[config.mk]
export PLATFORM = sky130hd
export DESIGN_NAME = http2_stream_state_and_window
export DESIGN_NICKNAME = d
export VERILOG_FILES = /design/src/rtl/h2s_pkg.sv /design/src/rtl/h2s_engine.sv /design/src/rtl/http2_stream_state_and_window.sv
export SDC_FILE = /design/constraint.sdc
export NUM_CORES = 1
export LEC_CHECK = 0
export ABC_CLOCK_PERIOD_IN_PS = 7600
export BUFFER_PORTS_ARGS = -buffer_cell sky130_fd_sc_hd__buf_4
export CAP_MARGIN = 30
export CORE_MARGIN = 3
export CORE_UTILIZATION = 40
export CTS_CLUSTER_SIZE = 24
export DETAILED_ROUTE_END_ITERATION = 16
export PLACE_DENSITY_LB_ADDON = 0.2
export SLEW_MARGIN = 20
export SYNTH_ARGS = -nofsm -noshare
export SYNTH_HDL_FRONTEND = slang
export SYNTH_SLANG_ARGS = --single-unit
export TNS_END_PERCENT = 20
[constraint.sdc]
create_clock -name clock -period 7.6 [get_ports clock]
set_input_delay 0.76 -clock clock [delete_from_list [all_inputs] [get_ports clock]]
set_output_delay 0.76 -clock clock [all_outputs]
set_load 0.02 [all_outputs]
[src/rtl/h2s_pkg.sv]
// ----------------------------------------------------------------------------
// HTTP/2 stream tracker package
// Word types, event and status codes, stream phases and default limits.
// ----------------------------------------------------------------------------
package h2s_pkg;

   localparam int WIN_WIDTH       = 31;
   localparam int ID_WIDTH        = 31;
   localparam int CSR_INDEX_WIDTH = 1;

   localparam int unsigned MAX_WINDOW_DEFAULT   = 32'd2147483647;
   localparam int unsigned RESET_WINDOW_DEFAULT = 32'd65535;
   localparam logic [WIN_WIDTH-1:0] INIT_WINDOW_RESET = 31'd65535;

   localparam logic [CSR_INDEX_WIDTH-1:0] CSR_INIT_LOCAL  = 1'b0;
   localparam logic [CSR_INDEX_WIDTH-1:0] CSR_INIT_REMOTE = 1'b1;

   typedef enum logic [3:0] {
      KIND_SEND_HDR   = 4'd0,
      KIND_SEND_DATA  = 4'd1,
      KIND_RECV_HDR   = 4'd2,
      KIND_RECV_DATA  = 4'd3,
      KIND_REMOTE_UPD = 4'd4,
      KIND_LOCAL_UPD  = 4'd5,
      KIND_INIT       = 4'd6,
      KIND_CLOSE      = 4'd7,
      KIND_RESET      = 4'd8
   } kind_type;

   typedef enum logic [2:0] {
      STATUS_OK        = 3'd0,
      STATUS_BAD_STATE = 3'd1,
      STATUS_SEND_WIN  = 3'd2,
      STATUS_FLOW      = 3'd3,
      STATUS_ZERO_INC  = 3'd4
   } status_type;

   typedef enum logic [2:0] {
      PHASE_IDLE   = 3'd0,
      PHASE_OPEN   = 3'd1,
      PHASE_HCL    = 3'd2,
      PHASE_HCR    = 3'd3,
      PHASE_CLOSED = 3'd4
   } phase_type;

   typedef struct packed {
      logic [3:0]           kind;
      logic                 end_stream;
      logic [WIN_WIDTH-1:0] amount;
      logic [ID_WIDTH-1:0]  new_stream_id;
   } req_word_type;

   typedef struct packed {
      logic [2:0]           status;
      logic [2:0]           stream_state;
      logic [WIN_WIDTH-1:0] local_window_out;
      logic [WIN_WIDTH-1:0] remote_window_out;
      logic [ID_WIDTH-1:0]  stream_id_out;
   } rsp_word_type;

endpackage

[src/rtl/h2s_engine.sv]
// ----------------------------------------------------------------------------
// HTTP/2 stream event engine
// Holds the stream phase, both windows, the stream id and the init window
// registers, and applies one event per cycle while process is high.
// ----------------------------------------------------------------------------
module h2s_engine import h2s_pkg::*; #(
   parameter int unsigned MAX_WINDOW   = MAX_WINDOW_DEFAULT,
   parameter int unsigned RESET_WINDOW = RESET_WINDOW_DEFAULT
) (
   input  logic                       clock,
   input  logic                       reset,
   input  logic                       csr_write,
   input  logic [CSR_INDEX_WIDTH-1:0] csr_index,
   input  logic [WIN_WIDTH-1:0]       csr_data,
   input  logic                       process,
   input  req_word_type               event_word,
   output rsp_word_type               result_word
);

   phase_type            phase_ff, phase_in;
   logic [WIN_WIDTH-1:0] recv_window_ff, recv_window_in;
   logic [WIN_WIDTH-1:0] send_window_ff, send_window_in;
   logic [ID_WIDTH-1:0]  stream_id_ff, stream_id_in;
   logic [WIN_WIDTH-1:0] init_local_ff, init_remote_ff;

   kind_type             kind;
   status_type           status;
   phase_type            near_half, far_half;
   logic                 is_send;
   logic [WIN_WIDTH-1:0] sel_window;
   logic [WIN_WIDTH-1:0] diff_window;
   logic [WIN_WIDTH:0]   sum_window;
   logic                 amount_over;
   logic                 sum_over;
   logic                 amount_zero;

   assign kind = kind_type'(event_word.kind);

   // The sending side of a header or data word decides which half closed
   // state it moves toward.
   assign is_send   = (kind == KIND_SEND_HDR) || (kind == KIND_SEND_DATA) ||
                      (kind == KIND_REMOTE_UPD);
   assign near_half = is_send ? PHASE_HCL : PHASE_HCR;
   assign far_half  = is_send ? PHASE_HCR : PHASE_HCL;

   assign sel_window  = is_send ? send_window_ff : recv_window_ff;
   assign diff_window = sel_window - event_word.amount;
   assign sum_window  = {1'b0, sel_window} + {1'b0, event_word.amount};
   assign amount_over = event_word.amount > sel_window;
   assign sum_over    = {1'b0, sum_window} > 33'(MAX_WINDOW);
   assign amount_zero = event_word.amount == '0;

   always_comb begin
      status         = STATUS_OK;
      phase_in       = phase_ff;
      recv_window_in = recv_window_ff;
      send_window_in = send_window_ff;
      stream_id_in   = stream_id_ff;
      case (kind) inside
         KIND_SEND_HDR, KIND_RECV_HDR: begin
            if (phase_ff == PHASE_IDLE) begin
               phase_in = event_word.end_stream ? near_half : PHASE_OPEN;
            end else if (phase_ff == PHASE_OPEN) begin
               if (event_word.end_stream) phase_in = near_half;
            end else if (phase_ff == far_half) begin
               if (event_word.end_stream) phase_in = PHASE_CLOSED;
            end else begin
               status = STATUS_BAD_STATE;
            end
         end
         KIND_SEND_DATA, KIND_RECV_DATA: begin
            if (phase_ff != PHASE_OPEN && phase_ff != far_half) begin
               status = STATUS_BAD_STATE;
            end else if (amount_over) begin
               status = is_send ? STATUS_SEND_WIN : STATUS_FLOW;
            end else begin
               if (is_send) send_window_in = diff_window;
               else         recv_window_in = diff_window;
               if (event_word.end_stream) begin
                  phase_in = (phase_ff == far_half) ? PHASE_CLOSED : near_half;
               end
            end
         end
         KIND_REMOTE_UPD, KIND_LOCAL_UPD: begin
            if (amount_zero) begin
               status = STATUS_ZERO_INC;
            end else if (sum_over) begin
               status = STATUS_FLOW;
            end else if (is_send) begin
               send_window_in = sum_window[WIN_WIDTH-1:0];
            end else begin
               recv_window_in = sum_window[WIN_WIDTH-1:0];
            end
         end
         KIND_INIT: begin
            stream_id_in   = event_word.new_stream_id;
            phase_in       = PHASE_IDLE;
            recv_window_in = init_local_ff;
            send_window_in = init_remote_ff;
         end
         KIND_CLOSE: begin
            phase_in = PHASE_CLOSED;
         end
         KIND_RESET: begin
            stream_id_in   = '0;
            phase_in       = PHASE_IDLE;
            recv_window_in = WIN_WIDTH'(RESET_WINDOW);
            send_window_in = WIN_WIDTH'(RESET_WINDOW);
         end
         default: begin
            status = STATUS_BAD_STATE;
         end
      endcase
   end

   always_comb begin
      result_word.status            = status;
      result_word.stream_state      = phase_in;
      result_word.local_window_out  = recv_window_in;
      result_word.remote_window_out = send_window_in;
      result_word.stream_id_out     = stream_id_in;
   end

   always_ff @(posedge clock) begin
      if (reset) begin
         phase_ff       <= PHASE_IDLE;
         recv_window_ff <= WIN_WIDTH'(RESET_WINDOW_DEFAULT);
         send_window_ff <= WIN_WIDTH'(RESET_WINDOW_DEFAULT);
         stream_id_ff   <= '0;
         init_local_ff  <= INIT_WINDOW_RESET;
         init_remote_ff <= INIT_WINDOW_RESET;
      end else begin
         if (process) begin
            phase_ff       <= phase_in;
            recv_window_ff <= recv_window_in;
            send_window_ff <= send_window_in;
            stream_id_ff   <= stream_id_in;
         end
         if (csr_write) begin
            unique case (csr_index)
               CSR_INIT_LOCAL:  init_local_ff  <= csr_data;
               CSR_INIT_REMOTE: init_remote_ff <= csr_data;
               default: ;
            endcase
         end
      end
   end

endmodule

[src/rtl/http2_stream_state_and_window.sv]
// ----------------------------------------------------------------------------
// HTTP/2 stream state and flow-control window tracker
// Follows one stream through its states and keeps its send and receive
// windows; every event word returns one status word.
//
// Usage:
//   Event words enter on the req_ channel (valid/stall) and each gives
//   exactly one result word on the rsp_ channel, in order. An accepted word
//   is evaluated from the input register and its result is loaded into the
//   result register that drives rsp_valid. One word per cycle is sustained
//   while rsp_stall is low: the event logic between the two registers is
//   the window compares, one add or subtract and the phase update.
//   When the receiver asserts rsp_stall the result register holds its word;
//   one more event word can wait in the input register, after which
//   req_stall rises until the result is taken.
//   The csr_ port writes the init windows (index 0 receive, index 1 send);
//   write only while no word is in flight.
//   Reset (synchronous, active high) empties both registers, sets the phase
//   to idle, both windows to 65535, the stream id to zero and both init
//   windows to 65535.
// ----------------------------------------------------------------------------
module http2_stream_state_and_window import h2s_pkg::*; #(
   parameter int unsigned MAX_WINDOW   = MAX_WINDOW_DEFAULT,
   parameter int unsigned RESET_WINDOW = RESET_WINDOW_DEFAULT
) (
   input  logic                       clock,
   input  logic                       reset,
   input  logic                       req_valid,
   output logic                       req_stall,
   input  req_word_type               req_word,
   output logic                       rsp_valid,
   input  logic                       rsp_stall,
   output rsp_word_type               rsp_word,
   input  logic                       csr_write,
   input  logic [CSR_INDEX_WIDTH-1:0] csr_index,
   input  logic [WIN_WIDTH-1:0]       csr_data
);

   logic         in_valid_ff, in_valid_in;
   req_word_type in_word_ff;
   logic         out_valid_ff, out_valid_in;
   rsp_word_type out_word_ff;
   rsp_word_type result_word;
   logic         advance;
   logic         take;

   // The held event word moves on when the result register is free or is
   // being emptied in this cycle.
   assign advance   = in_valid_ff && (!out_valid_ff || !rsp_stall);
   assign req_stall = in_valid_ff && !advance;
   assign take      = req_valid && !req_stall;

   assign in_valid_in  = take || (in_valid_ff && !advance);
   assign out_valid_in = advance || (out_valid_ff && rsp_stall);

   h2s_engine #(
      .MAX_WINDOW   (MAX_WINDOW),
      .RESET_WINDOW (RESET_WINDOW)
   ) u_engine (
      .clock       (clock),
      .reset       (reset),
      .csr_write   (csr_write),
      .csr_index   (csr_index),
      .csr_data    (csr_data),
      .process     (advance),
      .event_word  (in_word_ff),
      .result_word (result_word)
   );

   always_ff @(posedge clock) begin
      if (reset) begin
         in_valid_ff  <= 1'b0;
         out_valid_ff <= 1'b0;
      end else begin
         in_valid_ff  <= in_valid_in;
         out_valid_ff <= out_valid_in;
      end
      if (take)    in_word_ff  <= req_word;
      if (advance) out_word_ff <= result_word;
   end

   assign rsp_valid = out_valid_ff;
   assign rsp_word  = out_word_ff;

`ifndef SYNTHESIS
   a_held_word_kept: assert property (@(posedge clock) disable iff (reset)
      (in_valid_ff && !advance) |=> in_valid_ff)
      else $error("held event word was dropped");

   a_accept_loads: assert property (@(posedge clock) disable iff (reset)
      take |=> in_valid_ff)
      else $error("accepted event word not registered");

   a_advance_gives_result: assert property (@(posedge clock) disable iff (reset)
      advance |=> (rsp_valid && rsp_word == $past(result_word)))
      else $error("evaluated event did not reach the result register");

   a_no_stall_when_empty: assert property (@(posedge clock) disable iff (reset)
      !in_valid_ff |-> !req_stall)
      else $error("input stalled with an empty input register");
`endif

endmodule
After elaboration in Yosys (flattened, before gate mapping)

Index checks and enable logic that the tools add are counted.

Bits of input ports: 104
Output and inout bits: 101
Logic and storage cells: 118
Register bits after elaboration: 326

Mux-type cells: 62
Bitwise gates (word level): 1
Reductions and logical operators: 22
Magnitude comparators: 2
Equal/unequal tests: 12
Add/subtract/negate cells: 2

Operators with widths:

| kind                                                            | number |
|---|---|
| two-way mux 31 bit                                              | 31 |
| two-way mux 3 bit                                               | 23 |
| adder 31 x 31 -> 32 bit                                         | 1 |
| greater-than comparator 32 x 31 -> 1 bit, second input constant | 1 |
| greater-than comparator 31 bit                                  | 1 |
| logical NOT 31 bit                                              | 1 |
| subtractor 31 bit                                               | 1 |
| == test 4 x 3 -> 1 bit, second input constant                   | 4 |
| == test 4 x 2 -> 1 bit, second input constant                   | 2 |
| two-way mux 1 bit                                               | 6 |
| OR reduction 2 bit                                              | 3 |
| logical AND 1 bit                                               | 5 |
| logical OR 1 bit                                                | 5 |
| == test 4 x 1 -> 1 bit, second input constant                   | 1 |
| == test 4 bit, second input constant                            | 1 |
| logical NOT 1 bit                                               | 4 |
| logical NOT 4 bit                                               | 1 |
| two-way mux 2 bit                                               | 2 |
| AND reduction 2 bit                                             | 2 |
| == test 3 x 1 -> 1 bit, second input constant                   | 1 |
| == test 3 bit                                                   | 1 |
| logical NOT 3 bit                                               | 1 |
| inequality test 3 x 1 -> 1 bit, second input constant           | 1 |
| inequality test 3 bit                                           | 1 |
| inverter 1 bit                                                  | 1 |

Logic depth before layout (Yosys ltp)

Gate-level depths: netlist of the first run.

Depth after elaboration: 11
Gate-level depth with buffers: 18
Mapped depth without buffers: 16

By module

A second synthesis of the first run with hierarchy kept.

Cell total of the unflattened synthesis: 2078
Area, all modules: 18422.7 µm²

By module, submodules not included:

| module                        | cells each | sequential area each (µm²) | instances | area an instance (µm²) |
|---|---|---|---|---|
| h2s_engine                    | 1902       | 3163.0                     | 1         | 13351.6 |
| http2_stream_state_and_window | 176        | 5024.8                     | 1         | 5071.1 |

Worst setup path after synthesis of the first run

Ideal clock, no wire load.

Path kind: input to register
From: input rsp_stall
To: register out_word_ff, in the netlist rsp_word[0] (enable)
Arrival: 4273 ps
Path buffers: 2
Stages on the path: 5
Setup time: 502 ps
Slack: 2826 ps
Path through: nand2_1 nand2_1 inv_2 clkbuf_1 clkbuf_1

Longest elaborated chain between the ends: 3

Ends and longest elaborated chain:

| item                   | line                                | source |
|---|---|---|
| start: declaration     | http2_stream_state_and_window.sv:32 | `input logic rsp_stall,` |
| logical NOT 1 bit      | http2_stream_state_and_window.sv:49 | `assign advance = in_valid_ff && (!out_valid_ff \|\| !rsp_stall);` |
| logical OR 1 bit       | http2_stream_state_and_window.sv:49 |  |
| logical AND 1 bit      | http2_stream_state_and_window.sv:49 |  |
| net advance            | http2_stream_state_and_window.sv:44 | `logic advance;` |
| end signal: assignment | http2_stream_state_and_window.sv:79 | `if (advance) out_word_ff <= result_word;` |
| end: declaration       | http2_stream_state_and_window.sv:42 | `rsp_word_type out_word_ff;` |

The timed path passes the listed nets, and every way through them passes these cells.
A chain may end at the register's enable or synchronous reset.

==> impl_metrics.ini, run 1 <==
[timing]
fin_crit_ns = 6.42
final_hold_viol_count = 0
relSlewSlack_pct = 30.1
timing.final.crit_share_pct = 84.5
setup_tns_ns = 0
fin_skew_ns = 0.0187
worst_slew_pin_slew_ns = 1.05
setup_viol = 0
drv_slew = 0
timing.fmax_mhz = 156
rsz0062_at_grt = no
finalWorstSetupSlack_ns = 1.18

[power_and_ir_drop]
seqPwrFrac_pct = 41.3
irDropWorstVdd_v = 0.000156
finalPower_mw = 4.90
p_per_area_mw_per_mm2 = 226
comb_power_share_pct = 21.1
p_int_mw = 3.36
netSwitchingFraction_pct = 31.5
pwr-share-clk_pct = 37.6
leakagePower_nw = 8.47
p_sw_mw = 1.54

[clocking]
clockBufferDepth = 3
ctsHoldBuffers = 0
clock_sinks = 326
cts_tree = built
cts.clk_slew.worst_paths_ns = 0.06
cts_max_level = 2
cts_buffers = 39
cts-root-buf = clkbuf_16
postCtsSetupBuffers = 0
clock_latency_ns = 0.58
cts_resized = 0

[synthesis]
synth.cell_area_mm2 = 0.0183
synth_cell_types = 97
synthCells = 2094
ys.warnings.count = 0
ys_ff_latch = 326
ys.flop_type = edfxtp_1
yosys-top-cells-area = edfxtp_1 (27%), dfxtp_1 (17%), nand2_1 (7.8%), a21oi_1 (5.3%), ha_1 (4.2%)
postSynthAreaPerCell_um2 = 8.75
synth_enable_flop_cells = 166
synth_top_area_cell = edfxtp_1
yosysSeqAreaShare_pct = 44.7
async_flop_share_pct = 0
synth_top_area_share_pct = 27.2
syn-num-nets = 2262

[placed_design]
portBuffers = 204
place_congestion = 0.963
hpwl_mm = 50.4
dpl_worst_slack_ns = 1.28

[critical_path]
start_kind = flip-flop
arrival_ns = 6.73
r2r_start = in_word_ff[63]
worstSetupPathType = reg -> reg
crit_path_max_fanout = 25
crit_required_ns = 7.91
cp-end-kind = flip-flop
startpoint = in_word_ff[63]

[global_route]
grt_overflow_total = 0
globalRouteTotalUtil_pct = 27.8
grt_max_degree = 115
antenna_found_initial = 1
grt_pass1_wl_mm = 102
grt_pass1_vias = 16190

[layout]
area_growth_pct = 18.2
diodes = 0
fill_cells = 4336
layout-drive-gt1-share_pct = 15.4
nNetsFinal = 2409

[drt]
drt_first_iter_violations = 2039
vias_per_cell = 6.02
post_drt_wl_per_cell_um = 24.2
drt_wl_total_mm = 69.2
drt_first_pass_iters = 6
antenna_left = 0
vias = 17245
remaining_drc_errors = 0

[worst_hold_path]
hold_class = in -> reg
worstHoldStart = req_word[27]

[outcome]
status = finished, final reports clean

[floorplan]
io_pins = 205
start_util_pct = 41.0
core_area_mm2 = 0.0447
die_width_um = 220
fp.dieH_um = 220
fp-row-count = 77
die_area_mm2 = 0.0484

[run]
timing.max_cap.violations = 0
==> final cells by class <==
cell class | count | area [µm²] | area share (%)
Clock inverter | 18 | 193 | 0.890
Clock buffer | 54 | 1060 | 4.91
Timing Repair Buffer | 237 | 1850 | 8.55
Multi-Input combinational cell | 1546 | 9270 | 42.8
Sequential cell | 326 | 8190 | 37.8
Inverter | 91 | 347 | 1.60
Tap cell | 592 | 741 | 3.42
==> metal layers <==
layer	part of all wire, %	up-vias	global-route usage [%]
met3	7.6	167	4.21
met1	42	8335	37.3
met5	0.017	-	0
met4	5.0	2	12.2
li1	-	7903	-
met2	46	838	44.6
==> cells by family after synthesis <==
| family | synth area share, % |
|---|---|
| adders and majority gates | 4.45 |
| buffers and inverters | 4.95 |
| xor gates and xnor gates | 2.53 |
| DFF | 44.7 |
| muxes | 0.553 |
| AOI/OAI and AO/OA | 25.0 |
| and+or+nand+nor | 17.8 |
==> worst max-delay path, stage by stage (launching register included) <==
cell and delay [ns]:
edfxtp_1 0.73, a211oi_4 0.93, buf_4 0.46, o21ai_0 0.20, ha_1 0.63, inv_1 0.15, nand3_1 0.12, a21oi_1 0.10
nor4_1 0.48, nand4_1 0.79, o21ai_1 0.91, o21ai_1 0.21, a221oi_1 0.34, nand2_1 0.10
==> flip-flops by register name, summed over array words and instances (netlist names) <==
name                     count
u_engine.send_window_ff     31
u_engine.phase_ff            3
in_valid_ff                  1
u_engine.init_remote_ff     31
rsp_valid                    1
u_engine.recv_window_ff     31
u_engine.init_local_ff      31
in_word_ff                  67
u_engine.stream_id_ff       31
rsp_word                    99
==> cell usage after synthesis (33+ instances only) <==
cell type  count
nand2_1      379
a21oi_1      195
edfxtp_1     166
dfxtp_1      160
nor2_1       126
o21ai_0      125
clkbuf_1      89
inv_1         84
ha_1          62
nand3_1       62
xnor2_1       46
a22o_1        44
o21ai_1       35
a31oi_1       33
==> per-stage QoR <==
stage | utilization, % | cell area (µm²) | std cells | hold WS [ns]
finish | 48.4 | 21700 | 2864 | 0.364
global route | 48.4 | 21700 | 2864 | 0.345
CTS | 48.3 | 21600 | 2860 | 0.340
detailed placement | 45.5 | 20300 | 2788 | 0.446
floorplan | - | 18300 | 2094 | 0.432
global placement | 45.4 | 20300 | 2785 | 0.440
==> power by group through the flow <==
stage | clock [mW] | sequential (mW) | combinational (mW)
floorplan | 0 | 2.06 | 0.618
global placement | 0 | 2.05 | 1.01
detailed placement | 0 | 2.06 | 1.01
finish | 1.84 | 2.02 | 1.04
CTS | 1.88 | 2.02 | 1.01
global route | 1.95 | 2.03 | 1.11
==> layout by cell type (no fill, tap or decap), drive strengths merged, types with 8 or more instances in the layout <==
| master | n |
|---|---|
| nand3 | 63 |
| a221o | 13 |
| a22oi | 15 |
| nand2b | 30 |
| o221ai | 14 |
| edfxtp | 166 |
| inv | 94 |
| nand4 | 9 |
| a21oi | 202 |
| clkbuf | 54 |
| nor4 | 24 |
| nor2b | 22 |
| o21a | 15 |
| a211oi | 22 |
| xnor2 | 46 |
| buf | 236 |
| or3 | 11 |
| a22o | 44 |
| o21ai | 160 |
| mux2i | 9 |
| a221oi | 9 |
| nor3 | 30 |
| o211ai | 27 |
| clkinv | 12 |
| nor2 | 127 |
| a31oi | 34 |
| ha | 62 |
| o21bai | 17 |
| o22ai | 17 |
| a21o | 21 |
| or2 | 8 |
| and2 | 8 |
| dfxtp | 160 |
| o31ai | 16 |
| and3 | 8 |
| nand2 | 381 |
==> worst paths after layout <==
| check | to | slack [ns] | depth (start not counted) |
|---|---|---|---|
| max | rsp_word[85] | 1.18 | 13 |
| min | in_word_ff[27] | 0.36 | 1 |
| max reg2reg | rsp_word[85] | 1.18 | 13 |
| min reg2reg | u_engine.init_remote_ff[19] | 0.45 | 2 |
(Power assumes the default switching activity.)
==> run 2, diff against run 1 <==
--- a/config.mk
+++ b/config.mk
@@ -5,7 +5,7 @@
 export SDC_FILE = /design/constraint.sdc
 export NUM_CORES = 1
 export LEC_CHECK = 0
-export ABC_CLOCK_PERIOD_IN_PS = 7600
+export ABC_CLOCK_PERIOD_IN_PS = 5100
 export BUFFER_PORTS_ARGS = -buffer_cell sky130_fd_sc_hd__buf_4
 export CAP_MARGIN = 30
 export CORE_MARGIN = 3
==> constraint.sdc (replaced) <==
create_clock -name clock -period 5.1 [get_ports clock]
set_input_delay 0.51 -clock clock [delete_from_list [all_inputs] [get_ports clock]]
set_output_delay 0.51 -clock clock [all_outputs]
set_load 0.02 [all_outputs]
==> run 2 against run 1 <==
  * Clock power is 61% higher
  * Via count is 1.4% higher
  * Critical path depth is 1 higher
  * Clock-buffer cell count is 10 lower
  * Largest cell class unchanged
  * Register-to-register slack worse by 0.99 ns
  * Flip-flop and latch count stayed put
  * First-iteration DRC count is 1.1% higher
  * Design area is 2.1% higher
==> impl_metrics.ini, run 2 (synthesis results as in run 1) <==
[global_route]
antenna_found_initial = 1
grt_pass1_wl_mm = 103
grt_max_degree = 91
grt_overflow_total = 0
globalRouteTotalUtil_pct = 28.2
grt_pass1_vias = 16461

[clocking]
cts-root-buf = clkbuf_16
clock_latency_ns = 0.58
cts_buffers = 38
clock_sinks = 326
postCtsSetupBuffers = 0
cts.clk_slew.worst_paths_ns = 0.07
clockBufferDepth = 3
cts_max_level = 2
cts_tree = built

[drt]
wl_met2_mm = 32.4
drt_first_iter_violations = 2062
vias_per_cell = 6.02
antenna_left = 0
remaining_drc_errors = 0
post_drt_wl_per_cell_um = 24.1
met1Wirelength_mm = 29.3
vias = 17478
dr_wl_met3_mm = 4.80
drt_wl_total_mm = 70.1
top_layer = met5
drt_first_pass_iters = 6

[timing]
relSlewSlack_pct = 33.1
drv_slew = 0
finalWorstSetupSlack_ns = 0.193
timing.final.crit_share_pct = 96.2
setup_tns_ns = 0
fin_skew_ns = 0.0267
rsz0062_at_grt = no
worst_slew_pin_slew_ns = 0.993
setup_viol = 0
timing.fmax_mhz = 204
final_hold_viol_count = 0
fin_crit_ns = 4.91

[outcome]
status = finished, final reports clean

[floorplan]
fp-row-count = 77
core_area_mm2 = 0.0447
io_pins = 205
die_width_um = 220
die_area_mm2 = 0.0484
fp.dieH_um = 220
start_util_pct = 41.0

[placed_design]
detailed_place.area_mm2 = 0.0207
hpwl_mm = 51.6
place_congestion = 0.994
portBuffers = 204
dpl_worst_slack_ns = 0.109

[power_and_ir_drop]
leakagePower_nw = 8.72
p_per_area_mw_per_mm2 = 342
irDropWorstVdd_v = 0.000224

[layout]
diodes = 0
mostFrequentLayoutCells = nand2_1 (378), buf_4 (274), a21oi_1 (194), edfxtp_1 (166), dfxtp_1 (160)
largest_reg_flops = 99
design_area_mm2 = 0.0221
layout-drive-gt1-share_pct = 17.6
final_common_cell = nand2_1
area_growth_pct = 20.6
nNetsFinal = 2451

[critical_path]
worstSetupPathType = reg -> reg
arrival_ns = 5.22
startpoint = in_word_ff[66]
reg2reg_depth = 14
r2r_start = in_word_ff[66]
path_cells = a211oi_4 -> buf_12 -> o21ai_0 -> ha_1 -> o21ai_1 -> a211oi_1 -> o211a_1 -> o311ai_4 -> a21oi_2 -> buf_4 -> a21o_2 -> o21ai_1 -> a221oi_1 -> nand2_1
cp-end-kind = flip-flop
crit_path_max_fanout = 40
critPathMaxStageDelay_ns = 0.66
start_kind = flip-flop
cp_common_cell = o21ai_1
crit_required_ns = 5.42
cp_slowest_cell = a211oi_1

[worst_hold_path]
hold_class = in -> reg
worstHoldStart = req_word[32]
whs_path_depth = 1

[run]
timing.max_cap.violations = 0
-- run 2: changes by cell type in the layout (fill, tap and decap cells not counted), sizes merged --
cell	delta
buf	+44
bufinv	+4
clkbuf	-10
clkinv	+2
clkinvlp	+2
dlymetal6s2s	-1
-- run 2: area by class of cell --
type / instances / area [µm²]
fill: 4302 / 22600
multi-input combinational: 1546 / 9290
sequential: 326 / 8190
timing repair buffer: 280 / 2170
clock buffer: 44 / 1000
tap: 592 / 741
clock inverter: 26 / 355
inverter: 91 / 347
-- run 2: where the power goes --
group / switching (mW) / leakage [nW] / internal [mW]
Sequential: 0.0961 / 2.90 / 2.90
Combinational: 1.05 / 5.16 / 0.549
Clock: 1.22 / 0.659 / 1.75
Total: 2.36 / 8.72 / 5.20
-- run 2: worst paths after layout --
| path | to | slack [ns] |
|---|---|---|
| worst min-delay path | in_word_ff[32] | 0.11 |
| worst max-delay path | rsp_word[85] | 0.19 |
| worst max register to register | rsp_word[85] | 0.19 |
| worst min register to register | u_engine.stream_id_ff[27] | 0.45 |
-- run 2: layer usage --
metal  track usage (%)  up-vias
met5                 0        -
met4              12.7        2
met3              3.79      178
met2              45.4      827
met1              37.8     8482
li1                  -     7989
-- run 2: repair_timing --
item	CTS	global route
resized for setup	0	5
hold buffers	0	0
endpoints found under the setup margin	0	12
-- run 2: critical path, delay by kind of cell, from the launching register on --
family	cells	cell delay [ns]
fa+ha+maj	1	0.57
buf+inv	2	0.43
simple gates	1	0.08
flops	1	0.54
compound gates	10	3.01
-- run 2: through the flow --
stage / power (mW) / instances / hold slack (ns) / utilization (%)
floorplan: 3.99 / 2094 / 0.432 / -
global placement: 4.60 / 2830 / 0.441 / 46.1
detailed placement: 4.61 / 2832 / 0.444 / 46.2
CTS: 7.56 / 2902 / 0.0860 / 49.3
global route: 7.82 / 2905 / 0.0877 / 49.4
finish: 7.56 / 2905 / 0.109 / 49.4
==> run 3, diff against run 2 <==
--- a/config.mk
+++ b/config.mk
@@ -13,6 +13,7 @@
 export CTS_CLUSTER_SIZE = 24
 export DETAILED_ROUTE_END_ITERATION = 16
 export PLACE_DENSITY_LB_ADDON = 0.2
+export REMOVE_ABC_BUFFERS = 1
 export SLEW_MARGIN = 20
 export SYNTH_ARGS = -nofsm -noshare
 export SYNTH_HDL_FRONTEND = slang
==> run 3 against run 2 <==
  * Worst setup slack better by 0.25 ns
  * Maximum frequency is 5.4% higher
  * Register-to-register slack better by 0.25 ns
  * First-iteration DRC count is 15% lower
  * Via count is 0.90% lower
  * Flip-flop and latch count did not move
  * Cell count grew 1.4%
  * Design area grew 0.65%
  * Sequential share of layout area shrank 0.24 points
  * Core utilization grew 0.32 points
  * Global-route usage is essentially flat
  * Largest power group unchanged
==> impl_metrics.ini, run 3 (synthesis results as in run 1) <==
[clocking]
cts_buffers = 38
clock_latency_ns = 0.58
clock_sinks = 326
cts.clk_slew.worst_paths_ns = 0.06
cts_max_level = 2
cts_resized = 0
cts_tree = built
clockBufferDepth = 3
postCtsSetupBuffers = 0
ctsHoldBuffers = 0
cts-root-buf = clkbuf_16

[floorplan]
die_width_um = 220
start_util_pct = 41.0
die_area_mm2 = 0.0484
fp.dieH_um = 220
fp-row-count = 77
io_pins = 205
core_area_mm2 = 0.0447

[layout]
nNetsFinal = 2492
design_area_mm2 = 0.0222
area_growth_pct = 21.4
layout-drive-gt1-share_pct = 18.4
diodes = 0
post-route-util_pct = 49.8
final_cells = 2945
final_common_cell = nand2_1
mostFrequentLayoutCells = nand2_1 (378), buf_4 (316), a21oi_1 (195), edfxtp_1 (166), dfxtp_1 (160)
largest_reg_flops = 99

[outcome]
status = finished, final reports clean

[global_route]
grt_overflow_total = 0
grt_pass1_wl_mm = 104
grt_max_degree = 84
antenna_found_initial = 0
grt_pass1_vias = 16659
globalRouteTotalUtil_pct = 28.2

[critical_path]
cp-end-kind = flip-flop
start_kind = flip-flop
crit_path_max_fanout = 18
crit_required_ns = 5.38
cp_slowest_cell = ha_1
reg2reg_depth = 17
timing.rr.end = rsp_word[90]
path_buf_inv = 5
arrival_ns = 4.94
path_cells = buf_4 -> a211o_1 -> buf_4 -> nand2_1 -> nand2_1 -> ha_1 -> buf_4 -> inv_2 -> a21oi_1 -> o31ai_1 -> o21ai_0 -> nand4_1 -> nor2_1 -> buf_4 -> nand2_1 -> a32oi_1 -> o21ai_0
r2r_slack_ns = 0.44
worstSetupPathType = reg -> reg
critPathMaxStageDelay_ns = 0.44
cp_common_cell = buf_4
crit_family = compound AO/OA/AOI/OAI gates
r2r_start = in_word_ff[65]

[timing]
hold_slack_ns = 0.118
setup_viol = 0
timing.final.crit_share_pct = 91.3
relSlewSlack_pct = 41.6
drv_slew = 0
fin_skew_ns = 0.0312
worst_slew_pin_slew_ns = 0.876
rsz0062_at_grt = no
timing.fmax_mhz = 215
final_hold_viol_count = 0
finalWorstSetupSlack_ns = 0.445
fin_crit_ns = 4.66
setup_tns_ns = 0

[run]
timing.max_cap.violations = 0

[placed_design]
post-place-cells = 2872
place_congestion = 1.02
hpwl_mm = 51.0
portBuffers = 204
detailed_place.area_mm2 = 0.0210
dpl_worst_slack_ns = 0.225

[power_and_ir_drop]
p_per_area_mw_per_mm2 = 330
finalPower_mw = 7.33
irDropWorstVdd_v = 0.000272
leakagePower_nw = 8.85

[drt]
drt_first_pass_iters = 6
vias_per_cell = 5.88
drt_wl_total_mm = 69.3
post_drt_wl_per_cell_um = 23.5
vias = 17321
antenna_left = 0
drt_first_iter_violations = 1755
remaining_drc_errors = 0

[worst_hold_path]
whs_path_depth = 1
worstHoldStart = req_word[53]
hold_class = in -> reg
hold_path_end = in_word_ff[53]
run 3: cell types whose count changed in the layout (fill, tap and decap cells not counted), sizes merged:
cell	before	now
clkbuf	44	49
bufinv	6	2
buf	280	321
inv	94	91
clkinvlp	3	2
clkinv	14	16
run 3: worst reg2reg max path: cells and delay by family, from the launching register on:
| family | cells | cell delay [ns] |
|---|---|---|
| AOI/OAI and AO/OA | 6 | 1.73 |
| buffers and inverters | 5 | 0.92 |
| and+or+nand+nor | 5 | 0.87 |
| adders and majority gates | 1 | 0.44 |
| DFF | 1 | 0.42 |
run 3: power breakdown:
part	switching [mW]	internal, mW	total, mW
Sequential	0.0921	2.90	3.00
Clock	1.15	1.59	2.74
Combinational	1.01	0.587	1.60
run 3: routing by layer:
layer	share of wire [%]	routed length, µm	track usage, %
met1	43	29900	38.0
met2	47	32800	47.1
met3	6.4	4430	3.57
met4	3.1	2180	9.36
met5	0	0	0
run 3: worst max path at each step:
stage                   startpoint  slack, ns      endpoint  depth (start not counted)
floorplan           in_word_ff[63]      -0.19  rsp_word[51]                         12
finish              in_word_ff[65]       0.44  rsp_word[90]                         17
global route        in_word_ff[66]       0.20  rsp_word[84]                         18
global placement    in_word_ff[63]       0.24  rsp_word[84]                         16
detailed placement  in_word_ff[63]       0.23  rsp_word[84]                         16
CTS                 in_word_ff[63]       0.21  rsp_word[92]                         16
run 3: layout make-up:
class	count	area (µm²)
Clock inverter	20	173
Sequential cell	326	8190
Multi-Input combinational cell	1546	9260
Tap cell	592	741
Timing Repair Buffer	321	2470
Inverter	91	347
Clock buffer	49	1070
Fill cell	4326	22500
